## config.mk

```make
export PLATFORM = sky130hd
export DESIGN_NAME = tpt_ctrl
export DESIGN_NICKNAME = d
export VERILOG_FILES = /design/src/hdl/tpt_pkg.sv /design/src/hdl/tpt_ctrl.sv
export VERILOG_INCLUDE_DIRS = /design/src /design/src/hdl
export SDC_FILE = /design/constraint.sdc
export NUM_CORES = 1
export LEC_CHECK = 0
export BUFFER_PORTS_ARGS = -buffer_cell sky130_fd_sc_hd__buf_2
export CAP_MARGIN = 20
export CELL_PAD_IN_SITES_DETAIL_PLACEMENT = 0
export CELL_PAD_IN_SITES_GLOBAL_PLACEMENT = 2
export CORE_UTILIZATION = 21
export DETAILED_ROUTE_END_ITERATION = 10
export PLACE_DENSITY = 0.81
export SYNTH_ARGS = -nofsm -noshare
export SYNTH_HDL_FRONTEND = slang
export SYNTH_SLANG_ARGS = --single-unit
```

## constraint.sdc

```tcl
create_clock -name clock -period 4.4 [get_ports clock]
set_input_delay 0.44 -clock clock [delete_from_list [all_inputs] [get_ports clock]]
set_output_delay 0.44 -clock clock [all_outputs]
set_load 0.02 [all_outputs]
```

## src/hdl/assert_macros.svh

```systemverilog
// Assertion helpers shared by the pretokenizer modules
`ifndef ASSERT_MACROS_SVH
`define ASSERT_MACROS_SVH

// Check an implication on every clock edge outside reset
`define ASSERT_IMPLIES(label, clk, rst, ante, cons, msg) \
   label: assert property (@(posedge clk) disable iff (rst) (ante) |-> (cons)) \
      else $error(msg);

// Check an implication in the cycle after the antecedent
`define ASSERT_NEXT(label, clk, rst, ante, cons, msg) \
   label: assert property (@(posedge clk) disable iff (rst) (ante) |=> (cons)) \
      else $error(msg);

`endif

```

## src/hdl/tpt_pkg.sv

```systemverilog
package tpt_pkg;

   localparam int unsigned CpWidth = 21;

   typedef logic [CpWidth-1:0] cp_type;
   typedef logic [2:0] kind_type;

   localparam kind_type KindWord  = 3'd0;
   localparam kind_type KindDigit = 3'd1;
   localparam kind_type KindCjk   = 3'd2;
   localparam kind_type KindPunct = 3'd3;
   localparam kind_type KindContr = 3'd4;
   localparam kind_type KindStart = 3'd5;
   localparam kind_type KindEnd   = 3'd6;

   typedef enum logic [1:0] {
      MODE_START = 2'd0,
      MODE_WORD  = 2'd1,
      MODE_PUNCT = 2'd2
   } mode_type;

   typedef enum logic [1:0] {
      ST_IDLE = 2'd0,
      ST_SCAN = 2'd1,
      ST_EMIT = 2'd2
   } state_type;

   // One decision of the scanner on the head of the hold store
   typedef enum logic [1:0] {
      ACT_STALL = 2'd0,
      ACT_STEP  = 2'd1,
      ACT_DONE  = 2'd2
   } act_type;

   // Command from controller to datapath
   typedef struct packed {
      logic load;     // append the accepted request codepoint
      logic flush;    // the request is an end-of-text mark
      logic step;     // apply the current scan decision
      logic finish;   // clear state after a flush
   } cmd_type;

   // Status from datapath to controller
   typedef struct packed {
      act_type act;      // what the scan decision would do
      logic    emits;    // the decision produces a result this step
      logic    more;     // decision produces further results after this one
   } stat_type;

   localparam int unsigned StartLen = 15;
   localparam int unsigned EndLen   = 13;

   function automatic logic [7:0] start_char(input logic [3:0] i);
      logic [7:0] r;
      unique case (i)
         4'd0:  r = 8'h3C;
         4'd1:  r = 8'h7C;
         4'd2:  r = 8'h73;
         4'd3:  r = 8'h74;
         4'd4:  r = 8'h61;
         4'd5:  r = 8'h72;
         4'd6:  r = 8'h74;
         4'd7:  r = 8'h6F;
         4'd8:  r = 8'h66;
         4'd9:  r = 8'h74;
         4'd10: r = 8'h65;
         4'd11: r = 8'h78;
         4'd12: r = 8'h74;
         4'd13: r = 8'h7C;
         4'd14: r = 8'h3E;
         default: r = 8'h00;
      endcase
      return r;
   endfunction

   function automatic logic [7:0] end_char(input logic [3:0] i);
      logic [7:0] r;
      unique case (i)
         4'd0:  r = 8'h3C;
         4'd1:  r = 8'h7C;
         4'd2:  r = 8'h65;
         4'd3:  r = 8'h6E;
         4'd4:  r = 8'h64;
         4'd5:  r = 8'h6F;
         4'd6:  r = 8'h66;
         4'd7:  r = 8'h74;
         4'd8:  r = 8'h65;
         4'd9:  r = 8'h78;
         4'd10: r = 8'h74;
         4'd11: r = 8'h7C;
         4'd12: r = 8'h3E;
         default: r = 8'h00;
      endcase
      return r;
   endfunction

   function automatic logic is_space(input cp_type c);
      return c == 21'h20 || c == 21'h09 || c == 21'h0A || c == 21'h0D;
   endfunction

   function automatic logic is_digit(input cp_type c);
      return c >= 21'h30 && c <= 21'h39;
   endfunction

   function automatic logic is_letter(input cp_type c);
      return (c >= 21'h61 && c <= 21'h7A) || (c >= 21'h41 && c <= 21'h5A)
         || (c >= 21'h00C0 && c <= 21'h024F) || (c >= 21'h0370 && c <= 21'h04FF);
   endfunction

   function automatic logic is_cjk(input cp_type c);
      return (c >= 21'h4E00 && c <= 21'h9FFF) || (c >= 21'h3040 && c <= 21'h30FF)
         || (c >= 21'hAC00 && c <= 21'hD7AF) || (c >= 21'h3400 && c <= 21'h4DBF)
         || (c >= 21'hF900 && c <= 21'hFAFF);
   endfunction

   function automatic logic is_punct(input cp_type c);
      return !(is_space(c) || is_letter(c) || is_digit(c) || is_cjk(c));
   endfunction

   function automatic cp_type to_lower(input cp_type c);
      cp_type r;
      r = c;
      if ((c >= 21'h41 && c <= 21'h5A)
            || (c >= 21'h00C0 && c <= 21'h00DE && c != 21'h00D7)) begin
         r = c + 21'h20;
      end
      return r;
   endfunction

endpackage

```

## src/hdl/tpt_ctrl.sv

```systemverilog
`include "assert_macros.svh"

module tpt_ctrl (
   input  logic               clock,
   input  logic               reset,
   input  logic               req_valid,
   input  logic               req_eot,
   input  logic               req_zero,
   output logic               req_ready,
   input  logic               out_free,
   output logic               out_push,
   output logic               out_last,
   input  tpt_pkg::stat_type  stat,
   output tpt_pkg::cmd_type   cmd
);
   import tpt_pkg::*;

   state_type state_ff, state_in;
   logic      flush_ff, flush_in;

   // Hold state and the flush flag of the current request
   always_ff @(posedge clock) begin
      if (reset) begin
         state_ff <= ST_IDLE;
         flush_ff <= 1'b0;
      end else begin
         state_ff <= state_in;
         flush_ff <= flush_in;
      end
   end

   // Sequence one request: load, scan and emit until the decision stalls or ends
   always_comb begin
      state_in  = state_ff;
      flush_in  = flush_ff;
      cmd       = '0;
      req_ready = 1'b0;
      out_push  = 1'b0;
      out_last  = 1'b0;
      unique case (state_ff)
         ST_IDLE: begin
            req_ready = 1'b1;
            if (req_valid) begin
               flush_in = req_eot;
               if (req_eot || !req_zero) begin
                  cmd.load = !req_eot;
                  state_in = ST_SCAN;
               end
            end
         end
         ST_SCAN: begin
            cmd.flush = flush_ff;
            if (stat.act == ACT_STEP) begin
               if (stat.emits) begin
                  state_in = ST_EMIT;
               end else begin
                  cmd.step = 1'b1;
               end
            end else if (out_free) begin
               // End the request only once the held-back result can leave
               cmd.finish = flush_ff;
               state_in   = ST_IDLE;
            end
         end
         ST_EMIT: begin
            // Push one result once the output has room, then decide again
            cmd.flush = flush_ff;
            if (out_free) begin
               out_push  = 1'b1;
               cmd.step  = 1'b1;
               state_in  = ST_SCAN;
            end
         end
         default: state_in = ST_IDLE;
      endcase
   end

   `ASSERT_IMPLIES(a_ready_idle, clock, reset, req_ready, state_ff == ST_IDLE,
      "request accepted outside idle")
   `ASSERT_IMPLIES(a_push_emit, clock, reset, out_push, state_ff == ST_EMIT,
      "result pushed outside emit")
   `ASSERT_IMPLIES(a_last_push, clock, reset, out_last, out_push,
      "last flag without push")

endmodule

```

==> flow_metrics.env <==
export IMPL_setup_viol=0
export IMPL_cts_tree="built"
export IMPL_synth_nets=53
export IMPL_powerDensity_nw_per_um2=445
export IMPL_startpoint_type="flip-flop"
export IMPL_core_area_um2=1320
export IMPL_globalRouteTotalUtil=0.0870
export IMPL_path_clk_slew_ns=0.03
export IMPL_dr_pass1_iters=2
export IMPL_critPathBufInv=2
export IMPL_synth_main_ff_cell="dfxtp_1"
export IMPL_crit_path_end="cmd[1]"
export IMPL_via_per_inst=4.31
export IMPL_p_comb_frac=0.515
export IMPL_crit_path_cell_trace="inv_1 -> ha_1 -> nand3b_1 -> nor2_1 -> o21a_1 -> buf_2"
export IMPL_hpwl_um=553
export IMPL_ant_nets=0
export IMPL_clock_root_buffer="clkbuf_4"
export IMPL_timing_hold_violations_final=0
export IMPL_routed_wl_um=631
export IMPL_synthTopCellsByArea="dfxtp_1 20%, ha_1 17%, nor2_1 8.8%"
export IMPL_die_w_um=39.7
export IMPL_grt_start_max_net_pins=6
export IMPL_syn_avg_cell_area_um2=7.64
export IMPL_drt_iter0_markers=1
export IMPL_rows=13
export IMPL_synth_fa_ha_area_frac=0.168
export IMPL_p_int_uw=107
export IMPL_yosys_warnings=0
export IMPL_reg2reg_to="state_ff[0]$_SDFFE_PP0P_"
export IMPL_cts_hold_buf=0
export IMPL_synth_most_common_cell="nor2_1"
export IMPL_grt_ovfl_total=0
export IMPL_clockBufferDepth=2
export IMPL_areaGrowthSynthToFinish_pct=36.1
export IMPL_p_leak_uw=0.000212
export IMPL_required_ns=3.96
export IMPL_nets=71
export IMPL_outcome="finished, final reports clean"
export IMPL_period_share=0.438
export IMPL_end_kind="output port"
export IMPL_postCtsResizedCells=0
export IMPL_fin_skew_ns=0.000780
export IMPL_synth_compound_area_frac=0.239
export IMPL_critPathSlowestCell="dfxtp_1"
export IMPL_place_gp_congestion=0.734
export IMPL_critical_path_max_fanout=4
export IMPL_dieHeight_um=39.7
export IMPL_numPlacedInstances=67
export IMPL_place_ws_ns=2.72
export IMPL_finalSetupTns_ns=0
export IMPL_cts_setup_buffers=0
export IMPL_final_cells=71
export IMPL_syn_inst=39
export IMPL_cpPeakStageDelay_ns=0.33
export IMPL_io_pins=17
export IMPL_grt_pass1_vias=224
export IMPL_grt_pass1_wl_um=897
export IMPL_synth_xor_xnor_area_share=0
export IMPL_synth_mux_area_frac=0
export IMPL_hold_slack_ns=0.426
export IMPL_pwr_share_seq=0.223
export IMPL_reg2reg_slack_ns=2.82
export IMPL_diodes=0
export IMPL_yosysUniqueCellTypes=22
export IMPL_detailroute_via_count=306
export IMPL_layout_drive_gt1_share=0.339
export IMPL_reg2regPathDepth=6
export IMPL_fin_ws_ns=2.47
export IMPL_yosys_area_top_type="dfxtp_1"
export IMPL_crit_cells=6
export IMPL_clk_latency_ns=0.23
export IMPL_cts_buffers=3
export IMPL_grt_setup_unrepaired="no"
export IMPL_async_flop_share=0
export IMPL_syn_area_um2=298
export IMPL_h_tree_depth=1
export IMPL_path_delay_family="flip-flops"
export IMPL_netlist_area_leader_share=0.202
export IMPL_switching_share=0.409
export IMPL_r2r_start="state_ff[1]$_SDFFE_PP0P_"
export IMPL_max_freq_mhz=519
export IMPL_p_sw_uw=73.9
export IMPL_cts_sinks=3
export IMPL_synthSimpleGateAreaFrac=0.315
export IMPL_synthTopCellsByCount="7 x nor2_1, 4 x ha_1, 3 x dfxtp_1, 3 x inv_1, 3 x nand2_1"
export IMPL_worstHoldPathType="in2reg"
export IMPL_synth_edf_count=0
export IMPL_start_util=0.226
export IMPL_drv_cap=0
export IMPL_fp_dieArea_um2=1570
export IMPL_synth_seq_area_share=0.202
export IMPL_wire_per_inst_um=8.89
export IMPL_p_clk_frac=0.263
export IMPL_io_buffers=14
export IMPL_worstPathArrival_ns=1.49
export IMPL_final_max_slew_viol_count=0
export IMPL_synth_top_family_by_area="simple AND/OR/NAND/NOR gates"
export IMPL_synth_seq_cells=3
export IMPL_ir_drop_uv=187
export IMPL_period_minus_slack_ns=1.93
export IMPL_total_power_uw=180
export IMPL_antenna_found_initial=0
export IMPL_startpoint="state_ff[1]$_SDFFE_PP0P_"
export IMPL_drc_errors=0
export IMPL_critical_path_class="reg2out"
-- worst min path at each step --
stage,start,to,slack [ns],cells after the start
3_3_place_gp,flush_ff$_SDFFE_PP0P_,flush_ff$_SDFFE_PP0P_,0.49,2
6_report,reset,state_ff[1]$_SDFFE_PP0P_,0.43,2
5_1_grt,reset,state_ff[1]$_SDFFE_PP0P_,0.42,2
4_1_cts,reset,state_ff[1]$_SDFFE_PP0P_,0.42,2
2_1_floorplan,flush_ff$_SDFFE_PP0P_,flush_ff$_SDFFE_PP0P_,0.44,2
3_5_place_dp,flush_ff$_SDFFE_PP0P_,flush_ff$_SDFFE_PP0P_,0.49,2
-- power groups by stage --
stage          logic (uW)  clock network (uW)  registers (uW)
2_1_floorplan        72.4                   0            39.2
3_3_place_gp         95.1                   0            41.0
3_5_place_dp         94.4                   0            40.7
4_1_cts              94.7                50.7            40.2
5_1_grt               106                51.7            41.7
6_report             92.9                47.4            40.2
-- registers in the layout, indices dropped and copies added, names as in the netlist --
register / flops
state_ff: 2
flush_ff: 1
-- routing by layer --
| metal | GRT usage | routed length, um |
|---|---|---|
| met5 | 0 | 0 |
| met4 | 0.0517 | 0 |
| met3 | 0.0170 | 16 |
| met2 | 0.139 | 319 |
| met1 | 0.105 | 295 |
-- area by class of cell --
class                   count  area, um^2
fillers                   153         912
multi-input cells          32         219
repair buffers             14        70.1
flip-flops and latches      3        60.1
clock buffers               4        26.3
well taps                  15        18.8
inverters                   3        11.3
-- worst register-to-register path, stage by stage (launching register included) --
cell and delay, ns:
dfxtp_1 0.36, inv_1 0.10, ha_1 0.23, nand3b_1 0.11, nor2_1 0.07, or4_1 0.47
o32ai_1 0.13
-- stage by stage --
| step | instance area, um^2 | utilization |
|---|---|---|
| after CTS | 405 | 0.308 |
| after global routing | 405 | 0.308 |
| after floorplan | 298 | - |
| after global placement | 379 | 0.288 |
| final | 405 | 0.308 |
| after detailed placement | 379 | 0.288 |
-- cell usage in the layout, fill, tap and decap left out, types with 2 or more instances in the layout --
cell	count
nand2_1	3
buf_2	14
nand3_1	2
inv_1	3
ha_1	4
nor2_1	7
dfxtp_1	3
a21o_1	2
clkbuf_4	3
-- cells by family after synthesis --
logic type,Yosys count
buffers and inverters,4
and+or+nand+nor,18
other,1
DFF,3
AOI/OAI and AO/OA,9
adders and majority gates,4
No activity file was read; power rests on OpenSTA's default activity.
